**src/design/ctbm_pkg.sv**
```systemverilog
// shared constants, types and address helpers for the clipped tile block type map
// no dependencies; compile first
`timescale 1ns / 1ps
`default_nettype none

package ctbm_pkg;

   // block and screen geometry
   localparam int MAX_BLOCK_ROWS = 4;
   localparam int MAX_BLOCK_COLS = 4;
   localparam int SCREEN_COLS    = 32;
   localparam int SCREEN_ROWS    = 24;
   localparam int TYPE_BITS      = 2;

   // packed map layout
   localparam int CELLS_PER_BYTE = 8 / TYPE_BITS;
   localparam int MAP_BYTES      = (SCREEN_ROWS * SCREEN_COLS + CELLS_PER_BYTE - 1)
                                   / CELLS_PER_BYTE;
   localparam int ADDR_W         = $clog2(MAP_BYTES);
   localparam int SLOT_W         = $clog2(CELLS_PER_BYTE);
   localparam int LIN_W          = $clog2(SCREEN_ROWS * SCREEN_COLS);
   localparam logic [7:0] TYPE_MASK = 8'((1 << TYPE_BITS) - 1);

   // walk counters
   localparam int BLOCK_CELLS = MAX_BLOCK_ROWS * MAX_BLOCK_COLS;
   localparam int DR_W        = (MAX_BLOCK_ROWS > 1) ? $clog2(MAX_BLOCK_ROWS) : 1;
   localparam int DC_W        = (MAX_BLOCK_COLS > 1) ? $clog2(MAX_BLOCK_COLS) : 1;
   localparam int BR_W        = $clog2(MAX_BLOCK_ROWS + 1);
   localparam int BC_W        = $clog2(MAX_BLOCK_COLS + 1);
   localparam int POS_W       = (BLOCK_CELLS > 1) ? $clog2(BLOCK_CELLS) : 1;

   // coordinate arithmetic width (anchor plus block offset, and screen bounds)
   localparam int COORD_W = 7;

   // channel field widths
   localparam int CSR_IDX_W  = 2;
   localparam int CSR_DATA_W = 6;

   // command queue between front and back
   localparam int QUEUE_DEPTH = 4;
   localparam int QPTR_W      = $clog2(QUEUE_DEPTH);
   localparam int QCNT_W      = $clog2(QUEUE_DEPTH + 1);

   typedef enum logic [1:0] {
      CMD_DRAW   = 2'd0,
      CMD_REMOVE = 2'd1,
      CMD_CLEAR  = 2'd2,
      CMD_QUERY  = 2'd3
   } cmd_type;

   typedef enum logic [CSR_IDX_W-1:0] {
      CSR_CLIP_TOP    = 2'd0,
      CSR_CLIP_LEFT   = 2'd1,
      CSR_CLIP_HEIGHT = 2'd2,
      CSR_CLIP_WIDTH  = 2'd3
   } csr_index_type;

   typedef enum logic {
      ST_IDLE = 1'b0,
      ST_WALK = 1'b1
   } front_state_type;

   // one cell operation handed from front to back
   typedef struct packed {
      cmd_type                op;
      logic [ADDR_W-1:0]      addr;
      logic [SLOT_W-1:0]      slot;
      logic                   hit;
      logic [TYPE_BITS-1:0]   cell_type;
      logic [4:0]             row;
      logic [4:0]             col;
      logic [3:0]             index;
      logic                   last;
   } cell_op_type;

   // linear cell number in row-major order
   function automatic logic [LIN_W-1:0] map_lin(input logic [COORD_W-1:0] r,
                                                input logic [COORD_W-1:0] c);
      return LIN_W'(r) * LIN_W'(SCREEN_COLS) + LIN_W'(c);
   endfunction

   function automatic logic [ADDR_W-1:0] map_addr(input logic [COORD_W-1:0] r,
                                                  input logic [COORD_W-1:0] c);
      return ADDR_W'(map_lin(r, c) >> SLOT_W);
   endfunction

   function automatic logic [SLOT_W-1:0] map_slot(input logic [COORD_W-1:0] r,
                                                  input logic [COORD_W-1:0] c);
      return SLOT_W'(map_lin(r, c));
   endfunction

   // v inside [lo, lo + len) with no wrap
   function automatic logic in_span(input logic [COORD_W-1:0] v,
                                    input logic [COORD_W-1:0] lo,
                                    input logic [COORD_W-1:0] len);
      return (v >= lo) && ((v - lo) < len);
   endfunction

endpackage

`default_nettype wire

```
**src/design/ctbm_intf.sv**
```systemverilog
// valid/ready channel interfaces: command requests, cell responses, register writes
// depends on ctbm_pkg
`timescale 1ns / 1ps
`default_nettype none

interface ctbm_req_if;
   logic       valid;
   logic       ready;
   logic [1:0] command;
   logic [4:0] anchor_row;
   logic [4:0] anchor_col;
   logic [2:0] block_rows;
   logic [2:0] block_cols;
   logic [1:0] cell_type;

   modport source (output valid, command, anchor_row, anchor_col, block_rows, block_cols,
                   cell_type, input ready);
   modport sink   (input valid, command, anchor_row, anchor_col, block_rows, block_cols,
                   cell_type, output ready);
endinterface

interface ctbm_rsp_if;
   logic       valid;
   logic       ready;
   logic [4:0] cell_row;
   logic [4:0] cell_col;
   logic [3:0] cell_index;
   logic       blank;
   logic [1:0] read_type;
   logic       last;

   modport source (output valid, cell_row, cell_col, cell_index, blank, read_type, last,
                   input ready);
   modport sink   (input valid, cell_row, cell_col, cell_index, blank, read_type, last,
                   output ready);
endinterface

interface ctbm_csr_if;
   logic                             valid;
   logic                             ready;
   logic [ctbm_pkg::CSR_IDX_W-1:0]   index;
   logic [ctbm_pkg::CSR_DATA_W-1:0]  data;

   modport source (output valid, index, data, input ready);
   modport sink   (input valid, index, data, output ready);
endinterface

`default_nettype wire

```
**src/design/clipped_tile_block_type_map.sv**
```systemverilog
// top level of the clipped tile block type map
// depends on ctbm_pkg, ctbm_intf, ctbm_front, ctbm_fifo and ctbm_back
//
//   channel   modport   carries                                        accepted when
//   req_bus   sink      command, anchor, block size, cell type         valid && ready
//   rsp_bus   source    cell row/col/index, blank, read type, last     valid && ready
//   csr_bus   sink      clip register index and data                   valid (ready held high)
//
// a draw or remove is accepted, then walks the block row-major up to its
// last kept cell, pushing only kept cells; nothing is walked when no cell is kept
// clear and query are pushed from idle without a walk, a clear also holds the back
// the back does one packed-byte read-modify-write per cell per cycle while the
// response register is free; a cell is read, merged in execute, then registered
// reset clears the whole map at once through per-byte valid flags, no sweep needed
// a stalled response backs up the back, then the queue, then req ready
`timescale 1ns / 1ps
`default_nettype none

module clipped_tile_block_type_map (
   input  wire logic   clock,
   input  wire logic   reset,
   ctbm_req_if.sink    req_bus,
   ctbm_rsp_if.source  rsp_bus,
   ctbm_csr_if.sink    csr_bus
);

   logic                    push, q_not_full, pop, q_not_empty;
   ctbm_pkg::cell_op_type   push_data, pop_data;

   // accept and walk
   ctbm_front u_front (
      .clock     (clock),
      .reset     (reset),
      .req       (req_bus),
      .csr       (csr_bus),
      .q_ready   (q_not_full),
      .push      (push),
      .push_data (push_data)
   );

   // decoupling queue
   ctbm_fifo u_fifo (
      .clock     (clock),
      .reset     (reset),
      .push      (push),
      .push_data (push_data),
      .not_full  (q_not_full),
      .pop       (pop),
      .pop_data  (pop_data),
      .not_empty (q_not_empty)
   );

   // map update and responses
   ctbm_back u_back (
      .clock       (clock),
      .reset       (reset),
      .q_not_empty (q_not_empty),
      .q_data      (pop_data),
      .pop         (pop),
      .rsp         (rsp_bus)
   );

endmodule

`default_nettype wire

```
**src/design/ctbm_front.sv**
```systemverilog
// front end: clip registers, command accept, clip classification and block walk
// depends on ctbm_pkg and ctbm_intf; feeds cell operations into ctbm_fifo
`timescale 1ns / 1ps
`default_nettype none

module ctbm_front (
   input  wire logic               clock,
   input  wire logic               reset,
   ctbm_req_if.sink                req,
   ctbm_csr_if.sink                csr,
   input  wire logic               q_ready,
   output logic                    push,
   output ctbm_pkg::cell_op_type   push_data
);

   // clip box registers
   logic [4:0] clip_top_ff, clip_left_ff, clip_height_ff;
   logic [5:0] clip_width_ff;

   // walk state
   ctbm_pkg::front_state_type state_ff, state_in;
   ctbm_pkg::cmd_type         op_ff;
   logic [4:0]                ar_ff, ac_ff;
   logic [ctbm_pkg::BC_W-1:0] bc_ff;
   logic [ctbm_pkg::TYPE_BITS-1:0]    ty_ff;
   logic [ctbm_pkg::BLOCK_CELLS-1:0]  rem_ff, rem_in;
   logic [ctbm_pkg::DR_W-1:0]         dr_ff;
   logic [ctbm_pkg::DC_W-1:0]         dc_ff;
   logic [ctbm_pkg::POS_W-1:0]        pos_ff, base_ff;
   logic [ctbm_pkg::POS_W-1:0]        idx_ff;

   ctbm_pkg::cmd_type                 req_cmd;
   logic                              accept;
   logic                              is_block;
   logic [ctbm_pkg::BR_W-1:0]         br_eff;
   logic [ctbm_pkg::BC_W-1:0]         bc_eff;
   logic [ctbm_pkg::MAX_BLOCK_ROWS-1:0] row_ok;
   logic [ctbm_pkg::MAX_BLOCK_COLS-1:0] col_ok;
   logic [ctbm_pkg::BLOCK_CELLS-1:0]  keep_mask;
   logic [ctbm_pkg::BLOCK_CELLS-1:0]  pos_bit;
   logic                              cur_kept;
   logic                              step;
   logic                              row_end;
   logic [ctbm_pkg::COORD_W-1:0]      walk_r, walk_c, q_r, q_c;
   logic                              q_hit;

   assign csr.ready = 1'b1;
   assign req_cmd   = ctbm_pkg::cmd_type'(req.command);
   assign accept    = req.valid && req.ready;
   assign is_block  = (req_cmd == ctbm_pkg::CMD_DRAW) || (req_cmd == ctbm_pkg::CMD_REMOVE);

   // register writes
   always_ff @(posedge clock) begin
      if (reset) begin
         clip_top_ff    <= '0;
         clip_left_ff   <= '0;
         clip_height_ff <= 5'(ctbm_pkg::SCREEN_ROWS);
         clip_width_ff  <= 6'(ctbm_pkg::SCREEN_COLS);
      end else if (csr.valid) begin
         case (ctbm_pkg::csr_index_type'(csr.index))
            ctbm_pkg::CSR_CLIP_TOP:    clip_top_ff    <= csr.data[4:0];
            ctbm_pkg::CSR_CLIP_LEFT:   clip_left_ff   <= csr.data[4:0];
            ctbm_pkg::CSR_CLIP_HEIGHT: clip_height_ff <= csr.data[4:0];
            ctbm_pkg::CSR_CLIP_WIDTH:  clip_width_ff  <= csr.data;
            default: ;
         endcase
      end
   end

   // saturate block size
   always_comb begin
      if (4'(req.block_rows) > 4'(ctbm_pkg::MAX_BLOCK_ROWS)) begin
         br_eff = ctbm_pkg::BR_W'(ctbm_pkg::MAX_BLOCK_ROWS);
      end else begin
         br_eff = ctbm_pkg::BR_W'(req.block_rows);
      end
      if (4'(req.block_cols) > 4'(ctbm_pkg::MAX_BLOCK_COLS)) begin
         bc_eff = ctbm_pkg::BC_W'(ctbm_pkg::MAX_BLOCK_COLS);
      end else begin
         bc_eff = ctbm_pkg::BC_W'(req.block_cols);
      end
   end

   // classify rows and columns of the block: in block, on screen, inside clip box (removes are not clipped)
   always_comb begin
      logic [ctbm_pkg::COORD_W-1:0] rv;
      logic [ctbm_pkg::COORD_W-1:0] cv;
      rv = '0;
      cv = '0;
      for (int i = 0; i < ctbm_pkg::MAX_BLOCK_ROWS; i++) begin
         rv = ctbm_pkg::COORD_W'(req.anchor_row) + ctbm_pkg::COORD_W'(i);
         row_ok[i] = (ctbm_pkg::BR_W'(i) < br_eff)
                  && (rv < ctbm_pkg::COORD_W'(ctbm_pkg::SCREEN_ROWS))
                  && ((req_cmd == ctbm_pkg::CMD_REMOVE)
                      || ctbm_pkg::in_span(rv, ctbm_pkg::COORD_W'(clip_top_ff),
                                           ctbm_pkg::COORD_W'(clip_height_ff)));
      end
      for (int j = 0; j < ctbm_pkg::MAX_BLOCK_COLS; j++) begin
         cv = ctbm_pkg::COORD_W'(req.anchor_col) + ctbm_pkg::COORD_W'(j);
         col_ok[j] = (ctbm_pkg::BC_W'(j) < bc_eff)
                  && (cv < ctbm_pkg::COORD_W'(ctbm_pkg::SCREEN_COLS))
                  && ((req_cmd == ctbm_pkg::CMD_REMOVE)
                      || ctbm_pkg::in_span(cv, ctbm_pkg::COORD_W'(clip_left_ff),
                                           ctbm_pkg::COORD_W'(clip_width_ff)));
      end
      for (int i = 0; i < ctbm_pkg::MAX_BLOCK_ROWS; i++) begin
         for (int j = 0; j < ctbm_pkg::MAX_BLOCK_COLS; j++) begin
            keep_mask[i * ctbm_pkg::MAX_BLOCK_COLS + j] = row_ok[i] && col_ok[j];
         end
      end
   end

   // current walk position
   assign pos_bit  = ctbm_pkg::BLOCK_CELLS'(1) << pos_ff;
   assign cur_kept = rem_ff[pos_ff];
   assign row_end  = (ctbm_pkg::BC_W'(dc_ff) == (bc_ff - ctbm_pkg::BC_W'(1)));
   assign walk_r   = ctbm_pkg::COORD_W'(ar_ff) + ctbm_pkg::COORD_W'(dr_ff);
   assign walk_c   = ctbm_pkg::COORD_W'(ac_ff) + ctbm_pkg::COORD_W'(dc_ff);
   assign q_r      = ctbm_pkg::COORD_W'(req.anchor_row);
   assign q_c      = ctbm_pkg::COORD_W'(req.anchor_col);
   assign q_hit    = (q_r < ctbm_pkg::COORD_W'(ctbm_pkg::SCREEN_ROWS))
                  && (q_c < ctbm_pkg::COORD_W'(ctbm_pkg::SCREEN_COLS));
   assign rem_in   = rem_ff & ~pos_bit;

   // next state
   always_comb begin
      state_in = state_ff;
      case (state_ff)
         ctbm_pkg::ST_IDLE: begin
            if (accept && is_block && (keep_mask != '0)) begin
               state_in = ctbm_pkg::ST_WALK;
            end
         end
         ctbm_pkg::ST_WALK: begin
            if (step && (rem_in == '0)) begin
               state_in = ctbm_pkg::ST_IDLE;
            end
         end
         default: state_in = ctbm_pkg::ST_IDLE;
      endcase
   end

   // outputs: handshake and queue push
   always_comb begin
      req.ready = 1'b0;
      push      = 1'b0;
      step      = 1'b0;
      push_data = '0;
      case (state_ff)
         ctbm_pkg::ST_IDLE: begin
            req.ready         = q_ready;
            push              = accept && !is_block;
            push_data.op      = req_cmd;
            push_data.hit     = q_hit;
            push_data.addr    = q_hit ? ctbm_pkg::map_addr(q_r, q_c) : '0;
            push_data.slot    = q_hit ? ctbm_pkg::map_slot(q_r, q_c) : '0;
            push_data.row     = req.anchor_row;
            push_data.col     = req.anchor_col;
            push_data.last    = 1'b1;
         end
         ctbm_pkg::ST_WALK: begin
            step                = !cur_kept || q_ready;
            push                = cur_kept && q_ready;
            push_data.op        = op_ff;
            push_data.hit       = 1'b1;
            push_data.addr      = ctbm_pkg::map_addr(walk_r, walk_c);
            push_data.slot      = ctbm_pkg::map_slot(walk_r, walk_c);
            push_data.cell_type = ty_ff;
            push_data.row       = 5'(walk_r);
            push_data.col       = 5'(walk_c);
            push_data.index     = 4'(idx_ff);
            push_data.last      = (rem_in == '0);
         end
         default: ;
      endcase
   end

   // walk registers
   always_ff @(posedge clock) begin
      if (reset) begin
         state_ff <= ctbm_pkg::ST_IDLE;
         rem_ff   <= '0;
      end else begin
         state_ff <= state_in;
         if (state_ff == ctbm_pkg::ST_IDLE) begin
            if (accept && is_block) begin
               rem_ff <= keep_mask;
            end
         end else if (step) begin
            rem_ff <= rem_in;
         end
      end
   end

   always_ff @(posedge clock) begin
      if ((state_ff == ctbm_pkg::ST_IDLE) && accept) begin
         op_ff   <= req_cmd;
         ar_ff   <= req.anchor_row;
         ac_ff   <= req.anchor_col;
         bc_ff   <= bc_eff;
         ty_ff   <= (req_cmd == ctbm_pkg::CMD_DRAW)
                    ? ctbm_pkg::TYPE_BITS'(req.cell_type) : '0;
         dr_ff   <= '0;
         dc_ff   <= '0;
         pos_ff  <= '0;
         base_ff <= '0;
         idx_ff  <= '0;
      end else if (step) begin
         idx_ff <= idx_ff + ctbm_pkg::POS_W'(1);
         if (row_end) begin
            dc_ff   <= '0;
            dr_ff   <= dr_ff + ctbm_pkg::DR_W'(1);
            base_ff <= base_ff + ctbm_pkg::POS_W'(ctbm_pkg::MAX_BLOCK_COLS);
            pos_ff  <= base_ff + ctbm_pkg::POS_W'(ctbm_pkg::MAX_BLOCK_COLS);
         end else begin
            dc_ff  <= dc_ff + ctbm_pkg::DC_W'(1);
            pos_ff <= pos_ff + ctbm_pkg::POS_W'(1);
         end
      end
   end

   // no walk left over while idle
   assert property (@(posedge clock) disable iff (reset)
      (state_ff == ctbm_pkg::ST_IDLE) |-> (rem_ff == '0))
      else $error("front idle with cells left to walk");

   // a query is always a single final transaction
   assert property (@(posedge clock) disable iff (reset)
      (push && (push_data.op == ctbm_pkg::CMD_QUERY)) |-> push_data.last)
      else $error("query pushed without last");

   // never push into a full queue
   assert property (@(posedge clock) disable iff (reset)
      push |-> q_ready)
      else $error("push into full queue");

endmodule

`default_nettype wire

```
**src/design/ctbm_fifo.sv**
```systemverilog
// small queue of cell operations between front and back
// depends on ctbm_pkg
`timescale 1ns / 1ps
`default_nettype none

module ctbm_fifo (
   input  wire logic               clock,
   input  wire logic               reset,
   input  wire logic               push,
   input  wire ctbm_pkg::cell_op_type push_data,
   output logic                    not_full,
   input  wire logic               pop,
   output ctbm_pkg::cell_op_type   pop_data,
   output logic                    not_empty
);

   ctbm_pkg::cell_op_type             entries_ff [ctbm_pkg::QUEUE_DEPTH];
   logic [ctbm_pkg::QPTR_W-1:0]       wr_ptr_ff, rd_ptr_ff;
   logic [ctbm_pkg::QCNT_W-1:0]       count_ff;

   assign not_full  = (count_ff != ctbm_pkg::QCNT_W'(ctbm_pkg::QUEUE_DEPTH));
   assign not_empty = (count_ff != '0);
   assign pop_data  = entries_ff[rd_ptr_ff];

   // storage
   always_ff @(posedge clock) begin
      if (push) begin
         entries_ff[wr_ptr_ff] <= push_data;
      end
   end

   // pointers and fill count
   always_ff @(posedge clock) begin
      if (reset) begin
         wr_ptr_ff <= '0;
         rd_ptr_ff <= '0;
         count_ff  <= '0;
      end else begin
         if (push) begin
            wr_ptr_ff <= (wr_ptr_ff == ctbm_pkg::QPTR_W'(ctbm_pkg::QUEUE_DEPTH - 1))
                         ? '0 : wr_ptr_ff + ctbm_pkg::QPTR_W'(1);
         end
         if (pop) begin
            rd_ptr_ff <= (rd_ptr_ff == ctbm_pkg::QPTR_W'(ctbm_pkg::QUEUE_DEPTH - 1))
                         ? '0 : rd_ptr_ff + ctbm_pkg::QPTR_W'(1);
         end
         if (push && !pop) begin
            count_ff <= count_ff + ctbm_pkg::QCNT_W'(1);
         end else if (pop && !push) begin
            count_ff <= count_ff - ctbm_pkg::QCNT_W'(1);
         end
      end
   end

endmodule

`default_nettype wire

```
**src/design/ctbm_back.sv**
```systemverilog
// back end: packed type map memory, read-modify-write pipe and response register
// depends on ctbm_pkg and ctbm_intf; drains ctbm_fifo
`timescale 1ns / 1ps
`default_nettype none

module ctbm_back (
   input  wire logic               clock,
   input  wire logic               reset,
   input  wire logic               q_not_empty,
   input  wire ctbm_pkg::cell_op_type q_data,
   output logic                    pop,
   ctbm_rsp_if.source              rsp
);

   // map storage; a byte never written since reset or clear reads as zero
   logic [7:0]                        mem_ff [ctbm_pkg::MAP_BYTES];
   logic [ctbm_pkg::MAP_BYTES-1:0]    vld_ff;

   // execute stage
   ctbm_pkg::cell_op_type             b_ff;
   logic                              b_vld_ff;
   logic [7:0]                        rdata_ff;
   logic                              rhit_ff;

   // last written byte, covers a read issued in the cycle of that write
   logic                              fwd_vld_ff;
   logic [ctbm_pkg::ADDR_W-1:0]       fwd_addr_ff;
   logic [7:0]                        fwd_byte_ff;

   // response register
   logic                              rsp_vld_ff;
   logic [4:0]                        row_ff, col_ff;
   logic [3:0]                        index_ff;
   logic                              blank_ff, last_ff;
   logic [1:0]                        read_type_ff;

   logic                              out_free, b_adv, b_clear, emit, wr_en;
   logic [2:0]                        sh;
   logic [7:0]                        base_byte, merged;
   logic [ctbm_pkg::TYPE_BITS-1:0]    stored_type;

   // pipe control
   assign out_free = !rsp_vld_ff || rsp.ready;
   assign b_clear  = (b_ff.op == ctbm_pkg::CMD_CLEAR);
   assign b_adv    = b_vld_ff && (b_clear || out_free);
   assign pop      = q_not_empty && (!b_vld_ff || (b_adv && !b_clear));
   assign emit     = b_adv && !b_clear;
   assign wr_en    = b_adv && ((b_ff.op == ctbm_pkg::CMD_DRAW)
                               || (b_ff.op == ctbm_pkg::CMD_REMOVE));

   // byte merge
   always_comb begin
      sh = 3'(b_ff.slot) * 3'(ctbm_pkg::TYPE_BITS);
      if (fwd_vld_ff && (fwd_addr_ff == b_ff.addr)) begin
         base_byte = fwd_byte_ff;
      end else begin
         base_byte = rhit_ff ? rdata_ff : 8'h00;
      end
      stored_type = ctbm_pkg::TYPE_BITS'(base_byte >> sh);
      merged = (base_byte & ~(ctbm_pkg::TYPE_MASK << sh)) | (8'(b_ff.cell_type) << sh);
   end

   // memory read, registered
   always_ff @(posedge clock) begin
      if (pop) begin
         rdata_ff <= mem_ff[q_data.addr];
      end
   end

   // memory write
   always_ff @(posedge clock) begin
      if (wr_en) begin
         mem_ff[b_ff.addr] <= merged;
      end
   end

   // valid bits, execute stage and forward register
   always_ff @(posedge clock) begin
      if (reset) begin
         vld_ff     <= '0;
         b_vld_ff   <= 1'b0;
         fwd_vld_ff <= 1'b0;
      end else begin
         if (b_adv && b_clear) begin
            vld_ff     <= '0;
            fwd_vld_ff <= 1'b0;
         end else if (wr_en) begin
            vld_ff[b_ff.addr] <= 1'b1;
            fwd_vld_ff        <= 1'b1;
         end
         if (pop) begin
            b_vld_ff <= 1'b1;
         end else if (b_adv) begin
            b_vld_ff <= 1'b0;
         end
      end
   end

   always_ff @(posedge clock) begin
      if (pop) begin
         b_ff    <= q_data;
         rhit_ff <= vld_ff[q_data.addr];
      end
      if (wr_en) begin
         fwd_addr_ff <= b_ff.addr;
         fwd_byte_ff <= merged;
      end
   end

   // response register
   always_ff @(posedge clock) begin
      if (reset) begin
         rsp_vld_ff <= 1'b0;
      end else if (emit) begin
         rsp_vld_ff <= 1'b1;
      end else if (rsp.ready) begin
         rsp_vld_ff <= 1'b0;
      end
   end

   always_ff @(posedge clock) begin
      if (emit) begin
         row_ff       <= b_ff.row;
         col_ff       <= b_ff.col;
         index_ff     <= b_ff.index;
         blank_ff     <= (b_ff.op == ctbm_pkg::CMD_REMOVE);
         last_ff      <= b_ff.last;
         read_type_ff <= ((b_ff.op == ctbm_pkg::CMD_QUERY) && b_ff.hit)
                         ? 2'(stored_type) : 2'b00;
      end
   end

   assign rsp.valid      = rsp_vld_ff;
   assign rsp.cell_row   = row_ff;
   assign rsp.cell_col   = col_ff;
   assign rsp.cell_index = index_ff;
   assign rsp.blank      = blank_ff;
   assign rsp.read_type  = read_type_ff;
   assign rsp.last       = last_ff;

   // a clear empties the whole map at once
   assert property (@(posedge clock) disable iff (reset)
      (b_adv && b_clear) |=> (vld_ff == '0))
      else $error("map not empty after clear");

   // no read is issued while a clear is pending in execute
   assert property (@(posedge clock) disable iff (reset)
      (b_vld_ff && b_clear) |-> !pop)
      else $error("read issued under a clear");

   // the forward register tracks the latest write
   assert property (@(posedge clock) disable iff (reset)
      wr_en |=> (fwd_vld_ff && (fwd_addr_ff == $past(b_ff.addr))))
      else $error("forward register lost the last write");

endmodule

`default_nettype wire

```
**src/flat_wrapper.sv**
```systemverilog
// flat-port wrapper written by rule: the top's interface ports become plain ports
module clipped_tile_block_type_map_flat 
  (clock, reset, req_bus_valid, req_bus_command, req_bus_anchor_row, req_bus_anchor_col, req_bus_block_rows, req_bus_block_cols, req_bus_cell_type, req_bus_ready, rsp_bus_valid, rsp_bus_cell_row, rsp_bus_cell_col, rsp_bus_cell_index, rsp_bus_blank, rsp_bus_read_type, rsp_bus_last, rsp_bus_ready, csr_bus_valid, csr_bus_index, csr_bus_data, csr_bus_ready);
  ctbm_req_if req_bus_i ();
  ctbm_rsp_if rsp_bus_i ();
  ctbm_csr_if csr_bus_i ();
  input  wire logic clock;
  input  wire logic reset;
  input wire logic [$bits(req_bus_i.valid)-1:0] req_bus_valid;
  input wire logic [$bits(req_bus_i.command)-1:0] req_bus_command;
  input wire logic [$bits(req_bus_i.anchor_row)-1:0] req_bus_anchor_row;
  input wire logic [$bits(req_bus_i.anchor_col)-1:0] req_bus_anchor_col;
  input wire logic [$bits(req_bus_i.block_rows)-1:0] req_bus_block_rows;
  input wire logic [$bits(req_bus_i.block_cols)-1:0] req_bus_block_cols;
  input wire logic [$bits(req_bus_i.cell_type)-1:0] req_bus_cell_type;
  output wire logic [$bits(req_bus_i.ready)-1:0] req_bus_ready;
  output wire logic [$bits(rsp_bus_i.valid)-1:0] rsp_bus_valid;
  output wire logic [$bits(rsp_bus_i.cell_row)-1:0] rsp_bus_cell_row;
  output wire logic [$bits(rsp_bus_i.cell_col)-1:0] rsp_bus_cell_col;
  output wire logic [$bits(rsp_bus_i.cell_index)-1:0] rsp_bus_cell_index;
  output wire logic [$bits(rsp_bus_i.blank)-1:0] rsp_bus_blank;
  output wire logic [$bits(rsp_bus_i.read_type)-1:0] rsp_bus_read_type;
  output wire logic [$bits(rsp_bus_i.last)-1:0] rsp_bus_last;
  input wire logic [$bits(rsp_bus_i.ready)-1:0] rsp_bus_ready;
  input wire logic [$bits(csr_bus_i.valid)-1:0] csr_bus_valid;
  input wire logic [$bits(csr_bus_i.index)-1:0] csr_bus_index;
  input wire logic [$bits(csr_bus_i.data)-1:0] csr_bus_data;
  output wire logic [$bits(csr_bus_i.ready)-1:0] csr_bus_ready;
  assign req_bus_i.valid = req_bus_valid;
  assign req_bus_i.command = req_bus_command;
  assign req_bus_i.anchor_row = req_bus_anchor_row;
  assign req_bus_i.anchor_col = req_bus_anchor_col;
  assign req_bus_i.block_rows = req_bus_block_rows;
  assign req_bus_i.block_cols = req_bus_block_cols;
  assign req_bus_i.cell_type = req_bus_cell_type;
  assign req_bus_ready = req_bus_i.ready;
  assign rsp_bus_valid = rsp_bus_i.valid;
  assign rsp_bus_cell_row = rsp_bus_i.cell_row;
  assign rsp_bus_cell_col = rsp_bus_i.cell_col;
  assign rsp_bus_cell_index = rsp_bus_i.cell_index;
  assign rsp_bus_blank = rsp_bus_i.blank;
  assign rsp_bus_read_type = rsp_bus_i.read_type;
  assign rsp_bus_last = rsp_bus_i.last;
  assign rsp_bus_i.ready = rsp_bus_ready;
  assign csr_bus_i.valid = csr_bus_valid;
  assign csr_bus_i.index = csr_bus_index;
  assign csr_bus_i.data = csr_bus_data;
  assign csr_bus_ready = csr_bus_i.ready;
  clipped_tile_block_type_map u_core (.clock(clock), .reset(reset), .req_bus(req_bus_i), .rsp_bus(rsp_bus_i), .csr_bus(csr_bus_i));
endmodule
```
**config.mk**
```make
export PLATFORM = sky130hd
export DESIGN_NAME = clipped_tile_block_type_map_flat
export DESIGN_NICKNAME = d
export VERILOG_FILES = /design/src/design/ctbm_pkg.sv /design/src/design/ctbm_intf.sv /design/src/design/clipped_tile_block_type_map.sv /design/src/design/ctbm_front.sv /design/src/design/ctbm_fifo.sv /design/src/design/ctbm_back.sv /design/src/flat_wrapper.sv
export SDC_FILE = /design/constraint.sdc
export NUM_CORES = 2
export LEC_CHECK = 0
export BUFFER_PORTS_ARGS = -buffer_cell sky130_fd_sc_hd__buf_2
export CAP_MARGIN = 20
export CORE_UTILIZATION = 57
export DETAILED_ROUTE_END_ITERATION = 10
export PLACE_DENSITY = 0.76
export SLEW_MARGIN = 0
export SYNTH_ARGS = -nofsm -noshare
export SYNTH_HDL_FRONTEND = slang
export SYNTH_SLANG_ARGS = --single-unit
export TNS_END_PERCENT = 20
```
**constraint.sdc**
```tcl
create_clock -name clock -period 8.03 [get_ports clock]
set_clock_uncertainty 0.05 [all_clocks]
set_input_delay 0.4015 -clock clock [delete_from_list [all_inputs] [get_ports clock]]
set_output_delay 0.4015 -clock clock [all_outputs]
set_load 0.005 [all_outputs]
```
==> reports/metrics.yaml <==
cts:
  cts_buffer_depth: 3
  clock_latency_ns: 0.84
  clockRootBuffer: "clkbuf_16"
  clock_sinks: 2002
  post_cts_buffers: 0
  clk_pin_slew_worst_paths_ns: 0.06
  cts_resized: 0
  h-tree-depth: 4
  cts.hold.buffers_added: 31
  cts_tree: "yes"
  cts_buffers: 193
routing:
  via_per_inst: 6.32
  first_iter_violations: 7621
  antenna_left: 0
  num_vias: 51300
  wl_per_cell_microns: 25.4
  first_pass_iters: 6
  drc: 0
  wirelength_microns: 206000
sta:
  min_period_ns: 5.56
  hold_violations: 0
  fin_hold_ws_ns: 0.0897
  final-setup-viol-count: 0
  maxClockFrequency_mhz: 180
  slew_violations: 0
  rsz0062_at_grt: "no"
  period_share: 0.693
  slew_headroom: 0.214
  worstMarginPinSlew_ns: 1.17
synthesis:
  yosysSeqAreaShare: 0.705
  synth-adder-area-share: 0.0179
  avgSynthCellArea_sq_um: 13.5
  yosys.area_share.simple: 0.131
  yosys-top-cells-area: "edfxtp_1 64%, dfxtp_1 6.3%, nand2_1 5.6%"
  synth_top_area_frac: 0.642
  netlist-cell-type-count: 70
  synth_top_family_by_area: "simple AND/OR/NAND/NOR gates"
  synth_cells: 6040
  yosys_register_bits: 2002
  synth_xor_area_frac: 0.00794
  synth_mux_area_frac: 0.0626
  yosys_warnings: 0
  synth_compound_area_frac: 0.0508
  async_reset_ff_frac: 0
  netlist_area_sq_mm: 0.0817
  yosysTopAreaCell: "edfxtp_1"
  syn-num-nets: 6183
  synth_flop_cell: "edfxtp_1"
  synth_edf_count: 1746
worst_setup_path:
  crit_fanout: 183
  crit_chain: "buf_4 -> mux2i_1 -> mux2_8 -> buf_12 -> buf_12 -> nand2_1 -> and3_1 -> a31oi_1 -> o22ai_1 -> nor4_1 -> o21ai_1 -> a311oi_1"
  r2r_cells: 12
  cp-start-kind: "flip-flop"
  r2r-end: "u_core.u_back.rdata_ff[5]$_DFFE_PP_"
  worstPathRequired_ns: 8.64
  slowest_stage: "nor4_1"
  crit_path_frequent_cell: "buf_12"
  slowest_delay_ns: 0.77
  end_kind: "flip-flop"
  worstPathArrival_ns: 6.17
  ff2ff_setup_slack_ns: 2.47
  crit_type: "reg2reg"
global_route:
  antenna_found_initial: 5
  grt-ovfl-total: 0
  globalRouteTotalUtil: 0.282
  grt_max_degree: 193
  grt_pass1_wl_microns: 309000
  first_global_vias: 49600
placed_design:
  io_buffers: 52
  place_area_sq_mm: 0.0835
  place_inst: 7709
  place_hpwl_microns: 120000
  gp_congestion: 0.899
floorplan:
  rows: 138
  die_x_microns: 381
  core-area_sq_mm: 0.142
  die_y_microns: 381
  ios: 54
  initial_core_util: 0.575
  design.die.area_sq_mm: 0.145
min_path:
  min_to: "u_core.u_front.state_ff$_SDFF_PP0_"
  whs_path_depth: 5
  hp-start: "req_bus_block_rows[2]"
  timing.hold.worst.class: "in2reg"
layout:
  finalNonFillerCells: 8117
  final_common_cell: "edfxtp_1"
  layout_common_cells: "1746 x edfxtp_1, 1211 x nand2_1, 621 x nor2_1"
  drive_above_1_share: 0.107
  area_growth_syn_to_layout_pct: 10.8
  final_cell_area_sq_mm: 0.0905
  regArea_sq_mm: 0.0576
  fillCellCount: 9851
  multi_input_area_sq_mm: 0.0222
  nets: 6196
run_status:
  status: "finished clean"
power_and_ir_drop:
  vdd_drop_max_mv: 0.419
  p_per_area_mw_per_mm2: 381
  p_leak_nw: 30.7
run:
  cap_violations: 0
## layout make-up
class | instances | share of cell area
Sequential cell | 2002 | 0.636
Timing Repair Buffer | 171 | 0.0157
Clock buffer | 266 | 0.0610
Antenna cell | 6 | 0.000166
Inverter | 81 | 0.00368
Tap cell | 1890 | 0.0261
Clock inverter | 97 | 0.0114
Multi-Input combinational cell | 3604 | 0.246
## where the power goes
part / total (mW) / switching [mW] / internal [mW]
clock: 9.29 / 3.90 / 5.39
combinational: 11.2 / 8.25 / 2.97
sequential: 14.0 / 0.187 / 13.8
## worst max path at each step
stage | from | end | slack [ns] | depth (start not counted)
floorplan | u_core.u_back.b_ff[25]$_DFFE_PP_ | u_core.u_back.fwd_byte_ff[2]$_DFFE_PP_ | -0.33 | 8
global placement | flip-flop | u_core.u_back.rdata_ff[3]$_DFFE_PP_ | 2.85 | 12
detailed placement | flip-flop | u_core.u_back.rdata_ff[5]$_DFFE_PP_ | 2.84 | 12
CTS | flip-flop | u_core.u_back.rdata_ff[2]$_DFFE_PP_ | 2.79 | 12
global route | flip-flop | u_core.u_back.rdata_ff[2]$_DFFE_PP_ | 2.35 | 12
finish | flip-flop | u_core.u_back.rdata_ff[5]$_DFFE_PP_ | 2.47 | 12
## metal layers
layer / track usage / routed length, microns / vias up
li1: - / - / 22300
met5: 0 / 44 / -
met1: 0.388 / 77800 / 25500
met4: 0.111 / 8090 / 6
met3: 0.0631 / 22600 / 533
met2: 0.441 / 97500 / 3029
## per-stage QoR
step	worst slack, ns	total power, mW	util	setup TNS (ns)
3_5_place_dp	2.84	25.0	0.588	0
5_1_grt	2.35	35.5	0.637	0
2_1_floorplan	-0.326	21.5	-	-376.99
4_1_cts	2.79	34.2	0.636	0
6_report	2.47	34.5	0.637	0
3_3_place_gp	2.85	24.8	0.588	0
## flip-flops by register name (all words and copies together) (netlist names), 5 cells and up, named ones only
register	cells
u_core.u_back.fwd_addr_ff	8
u_core.u_front.clip_top_ff	5
u_core.u_back.mem_ff	1536
u_core.u_back.rsp.cell_row	5
u_core.u_front.ar_ff	5
u_core.u_back.fwd_byte_ff	8
u_core.u_front.clip_height_ff	5
u_core.u_back.vld_ff	192
u_core.u_back.b_ff	30
u_core.u_back.rdata_ff	8
u_core.u_front.clip_width_ff	6
u_core.u_front.rem_ff	16
u_core.u_front.clip_left_ff	5
u_core.u_fifo.entries_ff	120
u_core.u_back.rsp.cell_col	5
u_core.u_front.ac_ff	5
## cell usage after synthesis (all sizes together) (62+ instances only)
master  number
a21oi      151
mux4       193
mux2i       65
nand2     1211
o21ai       78
ha          99
edfxtp    1746
inv         80
buf        137
clkbuf     216
dfxtp      256
and3       138
a311oi      62
a31oi      124
nor2       626
nand3      390
## kinds of logic after synthesis
kind of cell    Yosys count
mux                     268
fa+ha+maj               110
xor+xnor                 74
flops                  2002
buf+inv                 434
other cells               1
simple gates           2521
compound gates          630
## worst max-delay path, delay by kind of cell (launching register included)
family,cells,cell delay [ns]
compound gates,4,1.02
buf+inv,3,1.61
flops,1,0.32
mux,2,0.76
simple gates,3,1.10
No activity file was read; power rests on OpenSTA's default activity.
